### src/hw/rtl/cmc_pkg.sv
// ----------------------------------------------------------------------------
// cmc_pkg
// Shared types and constants of the constrained minorant characteristic block:
// controller states, command and status groups, fixed field widths.
// ----------------------------------------------------------------------------
package cmc_pkg;

   localparam int DATA_W      = 32;
   localparam int LEN_W       = 31;
   localparam int REQ_TDATA_W = 352;
   localparam int RSP_TDATA_W = 64;
   localparam int SUB_W       = 3;

   localparam logic [SUB_W-1:0] SETUP_LAST = 3'd3;
   localparam logic [SUB_W-1:0] DRAIN_LAST = 3'd6;

   typedef enum logic [5:0] {
      ST_IDLE   = 6'b000001,
      ST_SETUP  = 6'b000010,
      ST_PREP   = 6'b000100,
      ST_RUN    = 6'b001000,
      ST_DRAIN  = 6'b010000,
      ST_FINISH = 6'b100000
   } ctl_state_type;

   typedef struct packed {
      logic load;
      logic first;
      logic step_latch;
      logic point_init;
      logic issue;
      logic out_load;
   } ctl_cmd_type;

   typedef struct packed {
      logic issue_last;
      logic out_free;
   } ctl_status_type;

endpackage

### src/hw/rtl/cmc_ctrl.sv
// ----------------------------------------------------------------------------
// cmc_ctrl
// Sequencer: takes one beat, runs spacing setup on a segment's first function,
// issues all points to the datapath, drains, on tlast hands off the result.
// ----------------------------------------------------------------------------
module cmc_ctrl #(
   parameter int MAX_FUNCS = 16
) (
   input  logic                    clock,
   input  logic                    reset,
   input  logic                    req_tvalid,
   output logic                    req_tready,
   input  logic                    req_tlast,
   input  cmc_pkg::ctl_status_type status,
   output cmc_pkg::ctl_cmd_type    cmd
);
   import cmc_pkg::*;

   localparam int CNT_W = $clog2(MAX_FUNCS + 1);

   ctl_state_type    state_ff, state_in;
   logic [CNT_W-1:0] count_ff, count_in;
   logic             first_ff, first_in;
   logic             last_ff, last_in;
   logic [SUB_W-1:0] sub_ff, sub_in;

   assign req_tready = (state_ff == ST_IDLE);

   always_comb begin
      state_in = state_ff;
      count_in = count_ff;
      first_in = first_ff;
      last_in  = last_ff;
      sub_in   = sub_ff;
      cmd      = '0;
      unique case (state_ff)
         ST_IDLE: begin
            if (req_tvalid) begin
               cmd.load  = 1'b1;
               cmd.first = (count_ff == '0);
               first_in  = (count_ff == '0);
               last_in   = req_tlast;
               sub_in    = '0;
               if (count_ff < CNT_W'(MAX_FUNCS)) begin
                  count_in = count_ff + 1'b1;
               end
               state_in = (count_ff == '0) ? ST_SETUP : ST_PREP;
            end
         end
         ST_SETUP: begin
            sub_in = sub_ff + 1'b1;
            if (sub_ff == SETUP_LAST) begin
               cmd.step_latch = 1'b1;
               state_in       = ST_PREP;
            end
         end
         ST_PREP: begin
            cmd.point_init = 1'b1;
            state_in       = ST_RUN;
         end
         ST_RUN: begin
            cmd.issue = 1'b1;
            cmd.first = first_ff;
            if (status.issue_last) begin
               sub_in   = '0;
               state_in = ST_DRAIN;
            end
         end
         ST_DRAIN: begin
            sub_in = sub_ff + 1'b1;
            if (sub_ff == DRAIN_LAST) begin
               state_in = last_ff ? ST_FINISH : ST_IDLE;
            end
         end
         ST_FINISH: begin
            if (status.out_free) begin
               cmd.out_load = 1'b1;
               count_in     = '0;
               state_in     = ST_IDLE;
            end
         end
         default: begin
            state_in = ST_IDLE;
         end
      endcase
   end

   always_ff @(posedge clock) begin
      if (reset) begin
         state_ff <= ST_IDLE;
         count_ff <= '0;
         first_ff <= 1'b0;
         last_ff  <= 1'b0;
         sub_ff   <= '0;
      end else begin
         state_ff <= state_in;
         count_ff <= count_in;
         first_ff <= first_in;
         last_ff  <= last_in;
         sub_ff   <= sub_in;
      end
   end

   assert property (@(posedge clock) disable iff (reset)
      cmd.step_latch |-> first_ff)
      else $error("spacing latched on a function that is not the first");

   assert property (@(posedge clock) disable iff (reset)
      cmd.out_load |-> (status.out_free && last_ff))
      else $error("result loaded while output busy or segment not closed");

   assert property (@(posedge clock) disable iff (reset)
      (req_tvalid && req_tready) |=> !req_tready)
      else $error("second beat taken before the first was processed");

endmodule

### config.mk
export PLATFORM = sky130hd
export DESIGN_NAME = cmc_ctrl
export DESIGN_NICKNAME = d
export VERILOG_FILES = /design/src/hw/rtl/cmc_pkg.sv /design/src/hw/rtl/cmc_ctrl.sv
export SDC_FILE = /design/constraint.sdc
export NUM_CORES = 1
export LEC_CHECK = 0
export BUFFER_PORTS_ARGS = -buffer_cell sky130_fd_sc_hd__buf_2
export CAP_MARGIN = 20
export CORE_ASPECT_RATIO = 1.1
export CORE_MARGIN = 5
export CORE_UTILIZATION = 25
export CTS_CLUSTER_SIZE = 24
export DETAILED_ROUTE_END_ITERATION = 12
export PLACE_DENSITY = 0.52
export SETUP_SLACK_MARGIN = 0.1
export SKIP_LAST_GASP = 1
export SYNTH_ARGS = -nofsm -noshare
export SYNTH_HDL_FRONTEND = slang
export SYNTH_SLANG_ARGS = --single-unit
### constraint.sdc
create_clock -name clock -period 5.25 [get_ports clock]
set_clock_uncertainty 0.1 [all_clocks]
set_input_delay 0.525 -clock clock [delete_from_list [all_inputs] [get_ports clock]]
set_output_delay 0.525 -clock clock [all_outputs]
set_load 0.02 [all_outputs]
Word level (Yosys, flattened, before mapping)

Cells that the tools add are included.

Bits in registers: 16
Input port bits: 6
Output and inout bits: 7
Word-level logic and storage cells: 54

Add/sub/neg operators: 2
Magnitude comparators: 1
Eq/ne operators: 14
Muxes and demuxes: 24
Reduce and logical (&&, ||, !) cells: 8

Operators with widths:

| operator              | count |
|---|---|
| $mux W6               | 6 |
| $pmux W6 S6           | 1 |
| $mux W5               | 3 |
| $ne A2 B2 Y1 const B  | 5 |
| $pmux W5 S2           | 1 |
| $mux W3               | 3 |
| $pmux W3 S3           | 1 |
| $mux W1               | 7 |
| $eq A6 B1 Y1 const B  | 1 |
| $eq A6 B2 Y1 const B  | 1 |
| $eq A6 B3 Y1 const B  | 1 |
| $eq A6 B4 Y1 const B  | 1 |
| $eq A6 B5 Y1 const B  | 1 |
| $eq A6 B6 Y1 const B  | 1 |
| $add A5 B1 Y5 const B | 1 |
| $logic_not A5 Y1      | 1 |
| $lt A5 B5 Y1 const B  | 1 |
| $reduce_and A5 Y1     | 1 |
| $reduce_and A4 Y1     | 1 |
| $add A3 B1 Y3 const B | 1 |
| $eq A3 B2 Y1 const B  | 1 |
| $eq A3 B3 Y1 const B  | 1 |
| $reduce_and A3 Y1     | 1 |
| $reduce_bool A3 Y1    | 1 |
| other kinds (6)       | 6 |

Logic depth before layout (Yosys ltp)

Gate-level depths: netlist (run 1).

Word-level depth: 4
Depth in mapped cells: 7
Depth with buffers taken out: 7

Worst setup path after synthesis (run 1)

OpenSTA, ideal clock, no wires.

Kind: reg2out
Start: register state_ff[1]
End: output port cmd[4] (netlist name)
Arrival time: 1.923 ns
Required time: 4.625 ns
Path slack: 2.702 ns
Stages on the path, launching flop included: 7
Buffers on the path: 1
Path through: dfxtp_1 -> buf_6 -> or4_4 -> or2_2 -> inv_1 -> nand3_1 -> o21ai_0

RTL lines:

| what                   | RTL line       | text |
|---|---|---|
| from (decl)            | cmc_ctrl.sv:21 | `ctl_state_type state_ff, state_in;` |
| from (signal assigned) | cmc_ctrl.sv:96 | `state_ff <= state_in;` |
| to (decl)              | cmc_ctrl.sv:15 | `output cmc_pkg::ctl_cmd_type cmd` |

==> impl_metrics.ini, run 1 <==
[status]
run_status = complete, no violations

[timing]
setup_tns_ns = 0
fmax_ghz = 0.360
worst_pin_slew_ns = 0.596
final-hold-violation-count = 0
fin_crit_ns = 2.78
max_slew_margin = 0.597
report.final.slew_viol_count = 0
setup_violations = 0
rsz0062_at_grt = no
post-route-period-util = 0.529

[routing]
wl_per_cell_um = 12.6
first_iter_violations = 51
drtPass1Iterations = 4
drtAntennaViolNets = 0
drc = 0
vias_per_cell = 4.90
vias = 863
wl_um = 2210

[clocking]
cts_resized = 0
htreeDepth = 1
clk_pin_slew_ns = 0.06
cts_sinks = 16
cts_buffers = 3
clk_root_buffer_cell = clkbuf_8
cts_max_path_buffers = 2
cts_setup_buffers = 0
cts_tree = done
ctsHoldBuffers = 0
clock_latency_ns = 0.25

[critical_path]
worst_setup_path_start_kind = flip-flop
worstPathArrival_ns = 2.15
worstRegToRegCells = 6
crit_type = reg2out
cp-endpoint = cmd[4]
timing.rr.start = state_ff[1]
r2r_slack_ns = 3.14
endpoint_kind = output pin
crit_start = state_ff[1]
worstPathRequired_ns = 4.62
cp_max_fo = 10
rr_endpoint = state_ff[2]

[logic_synthesis]
synth.distinct_cells = 41
avgSynthCellArea_sq_um = 8.27
synth_top_area_frac = 0.331
synth.largest_area_cell = dfxtp_1
syn_nets = 128
netlist_top_cells_area = dfxtp_1 (33%), ha_1 (6.5%), a21oi_1 (4.7%)
syn-cell-area_sq_um = 967
syn_inst = 117
yosys_warnings = 0
ys_ff_latch = 16
seq_area_frac_synth = 0.331

[worst_hold_path]
hold_depth = 2
worstHoldPathType = reg2reg

[placed_design]
dp_hpwl_um = 1810
gp_congestion = 0.810
port_buffers = 12
dp_cells = 173

[die]
fp.dieArea_sq_mm = 0.00521
die_h_um = 75.2
core-area_sq_mm = 0.00368
fp.dieW_um = 69.3
io_pins = 13
rows = 23
start_util = 0.263

[global_route]
use_met1 = 0.0988
grt_pass1_wl_um = 3730
grt_pass1_vias = 853
use_met3 = 0.0360
grt_overflow = 0
grt_usage = 0.0898
grt-busiest-layer = met2
antenna_found_initial = 0
use_met2 = 0.155
grt_start_max_net_pins = 12

[final_layout]
finalNonFillerCells = 176
drive_above_1_share = 0.214
num_antenna_cells = 0
nets = 139
fillers = 426
synthToLayoutAreaGrowth_pct = 13.1

[flow_run]
drv_cap = 0

[power]
ir_worst_vdd_uv = 175
power.density_mw_per_mm2 = 432
p_leak_nw = 0.448
power_w = 0.000472
state kept, by name (all words and copies together), names as in the netlist:
register / flops
last_ff: 1
state_ff: 6
first_ff: 1
sub_ff: 3
count_ff: 5
final cells by class:
class / instances / area [sq um] / share of cell area
Multi-Input combinational cell: 85 / 572 / 0.523
Sequential cell: 16 / 320 / 0.293
Tap cell: 50 / 62.6 / 0.0572
Timing Repair Buffer: 12 / 60.1 / 0.0549
Clock buffer: 3 / 41.3 / 0.0378
Inverter: 10 / 37.5 / 0.0343
cell families after synthesis:
group	Yosys count	synth area share
compound gates	25	0.164
xor+xnor	4	0.0362
simple gates	50	0.316
buf+inv	16	0.0776
fa+ha+maj	5	0.0647
mux	1	0.0103
flops	16	0.331
how the worst min path moves through the flow:
stage / slack (ns) / endpoint / start
floorplan: 0.33 / sub_ff[0] / sub_ff[0]
global placement: 0.34 / sub_ff[0] / sub_ff[0]
detailed placement: 0.36 / first_ff / first_ff
CTS: 0.36 / first_ff / first_ff
global route: 0.41 / sub_ff[0] / sub_ff[0]
finish: 0.36 / first_ff / first_ff
synth_stat cells:
master and instances:
and4b_2 2, or2b_2 1, a21oi_1 9, nor2_2 1, inv_1 10, nand3b_1 1, nand3_1 5, nand2b_1 2
o31ai_1 1, o22ai_1 1, o32ai_1 1, o2111ai_1 1, nor4_1 2, or3b_2 1, nor2b_1 1, nand2_1 8
ha_1 5, o21ba_2 1, mux2i_1 1, nor3b_1 2, or4_4 1, xor2_1 1, o2111ai_2 1, clkbuf_1 3
nand4b_1 1, a31oi_1 1, dfxtp_1 16, buf_6 1, or3_1 2, and4_2 1, xnor2_1 3, nor4_4 1
nor2_1 10, and3_1 2, nor3_1 3, a21o_1 1, o21ai_0 7, or2_2 2, buf_4 2, a2111oi_0 1
nor4b_1 1
power breakdown:
part	total (W)	switching [W]	internal, W
logic	0.000214	0.000128	0.0000859
clock network	0.0000905	0.0000396	0.0000508
registers	0.000167	0.0000242	0.000143
per-layer routing:
metal | share of wire | vias to the layer above
li1 | - | 429
met1 | 0.46 | 413
met2 | 0.47 | 15
met3 | 0.044 | 6
met4 | 0.022 | 0
met5 | 0 | -
worst max-delay path, stage by stage (launching register included):
cell	delay, ns
dfxtp_1	0.39
or4_4	0.60
or2_2	0.37
inv_1	0.15
nand3_1	0.11
o21ai_0	0.09
buf_2	0.19
placed cells by master (no fill, tap or decap), types with 2 or more instances in the layout:
cell type	Yosys	routed
a21oi_1	9	9
and3_1	2	2
and4b_2	2	2
buf_2	0	12
clkbuf_8	0	3
dfxtp_1	16	16
ha_1	5	5
inv_1	10	10
nand2_1	8	8
nand2b_1	2	2
nand3_1	5	5
nor2_1	10	10
nor3_1	3	3
nor3b_1	2	2
nor4_1	2	2
o21ai_0	7	7
or2_2	2	2
or3_1	2	2
xnor2_1	3	3
through the flow:
stage / util / cell area, sq um / worst slack [ns] / hold slack (ns)
floorplan: - / 967 / 2.70 / 0.331
detailed placement: 0.286 / 1050 / 2.74 / 0.356
CTS: 0.297 / 1090 / 2.46 / 0.365
global route: 0.297 / 1090 / 2.35 / 0.408
finish: 0.297 / 1090 / 2.47 / 0.357
global placement: 0.286 / 1050 / 2.78 / 0.343
Power figures use the tool's default switching activity.
==> inputs of run 2 (changes only) <==
clock period = 2.7 ns   (was 5.25 ns; I/O delays follow)
==> run 2 against run 1 <==
  * Die area is the same
  * Worst setup slack worse by 2.2 ns
  * Power grew 100%
  * Final area rose by 1.4%
  * Register-to-register slack got worse by 2.5 ns
  * Hold slack worse by 0.18 ns
  * First-iteration DRC count grew 12%
  * Critical endpoint unchanged
  * Largest cell class unchanged
  * Highest routed layer unchanged
==> impl_metrics.ini, run 2 (synthesis results as in run 1) <==
[die]
die_h_um = 75.2
rows = 23
io_pins = 13
fp.dieW_um = 69.3
fp.dieArea_sq_mm = 0.00521
start_util = 0.263
core-area_sq_mm = 0.00368

[final_layout]
drive_above_1_share = 0.236
synthToLayoutAreaGrowth_pct = 14.6
layout.area.seq_sq_um = 322
fillers = 437
top_regs = state_ff (6), count_ff (5), sub_ff (3)
layout_common_cells = dfxtp_1 (15), buf_2 (12), nor2_1 (10)
largest_reg_flops = 6
layout_commonest_cell = dfxtp_1
num_antenna_cells = 0
final_util = 0.301
multi_input_area_sq_um = 572
nets = 139
top_register = state_ff

[timing]
fmax_ghz = 0.411
whs_ns = 0.179
worst_pin_slew_ns = 0.637
setup_tns_ns = 0
final-hold-violation-count = 0
report.final.slew_viol_count = 0
max_slew_margin = 0.569
setup_violations = 0
post-route-period-util = 0.901
fin_crit_ns = 2.43
rsz0062_at_grt = no

[critical_path]
endpoint_kind = output pin
timing.rr.start = state_ff[2]
crit_start = state_ff[2]
worstPathRequired_ns = 2.33
cp-endpoint = cmd[4]
r2r_slack_ns = 0.66
worstPathArrival_ns = 2.06
rr_endpoint = state_ff[5]
max_stage_delay_ns = 0.58
cp_cell_sequence = or4_4 > or2_2 > inv_2 > nand3_1 > o21ai_0 > buf_2
cp_slowest_cell = or4_4
worstRegToRegCells = 5
worst_setup_path_start_kind = flip-flop
cp_max_fo = 8
crit_type = reg2out

[flow_run]
drv_cap = 0

[clocking]
clk_root_buffer_cell = clkbuf_8
htreeDepth = 1
cts_setup_buffers = 0
clock_latency_ns = 0.25
cts_max_path_buffers = 2
cts_buffers = 3
clk_pin_slew_ns = 0.07
cts_sinks = 16
cts_tree = done

[global_route]
grt_usage = 0.0898
grt_start_max_net_pins = 12
grt_overflow = 0
antenna_found_initial = 0
grt_pass1_vias = 840
grt_pass1_wl_um = 3820

[routing]
vias = 859
wl_um = 2200
drtPass1Iterations = 4
drtAntennaViolNets = 0
vias_per_cell = 4.85
first_iter_violations = 57
wl_per_cell_um = 12.4
drc = 0

[power]
ir_worst_vdd_uv = 337
p_int_w = 0.000576
power.density_mw_per_mm2 = 862
p_leak_nw = 0.454
p_comb_frac = 0.433
p_clk_frac = 0.225
netSwitchingPower_w = 0.000379
power_frac_seq = 0.342
p_sw_frac = 0.397

[placed_design]
dp_hpwl_um = 1790
port_buffers = 12
gp_congestion = 0.798

[worst_hold_path]
worstHoldPathType = in2reg
worstHoldStart = req_tlast

[status]
run_status = complete, no violations
## run 2: cell count changes in the layout (fill, tap and decap cells not counted), sizes merged
cell	change
clkbuf	+1
## run 2: routing by layer
| metal | up-vias | share of wire | track usage |
|---|---|---|---|
| li1 | 431 | - | - |
| met1 | 405 | 0.46 | 0.111 |
| met2 | 19 | 0.46 | 0.153 |
| met3 | 4 | 0.069 | 0.0240 |
| met4 | 0 | 0.011 | 0.0325 |
| met5 | - | 0 | 0 |
## run 2: worst min path at each step
stage | cells after the start | endpoint
2_1_floorplan | 2 | state_ff[0]
3_3_place_gp | 1 | sub_ff[0]
3_5_place_dp | 2 | first_ff
4_1_cts | 3 | last_ff
5_1_grt | 3 | last_ff
6_report | 3 | last_ff
## run 2: area by class of cell
| cell class | count | share of cell area |
|---|---|---|
| inverters | 10 | 0.0339 |
| flip-flops and latches | 16 | 0.290 |
| repair buffers | 12 | 0.0542 |
| multi-input cells | 85 | 0.516 |
| clock buffers | 4 | 0.0497 |
| well taps | 50 | 0.0564 |
## run 2: what timing repair did
item,CTS,global route
setup endpoints to repair,0,1
hold buffers,0,0
resized for setup,0,2
## run 2: through the flow
| step | area [sq um] | std cells | setup WS (ns) | total power (W) |
|---|---|---|---|---|
| after floorplan | 967 | 117 | 0.407 | 0.000656 |
| after CTS | 1110 | 177 | 0.172 | 0.000958 |
| final | 1110 | 177 | 0.267 | 0.000956 |
| after global placement | 1050 | 173 | 0.494 | 0.000733 |
| after detailed placement | 1050 | 173 | 0.452 | 0.000742 |
| after global routing | 1110 | 177 | 0.147 | 0.00103 |
## run 2: worst max-delay path: cells and delay by family (launching register included)
kind            cells  cell delay [ns]
buf+inv             2             0.30
simple gates        3             1.05
compound gates      1             0.10
flops               1             0.38
## run 2: power groups by stage
stage               Sequential [W]  Combinational [W]  Clock (W)
finish                    0.000327           0.000414   0.000215
global route              0.000337           0.000464   0.000229
CTS                       0.000326           0.000415   0.000218
detailed placement        0.000331           0.000411          0
global placement          0.000327           0.000406          0
floorplan                 0.000307           0.000349          0
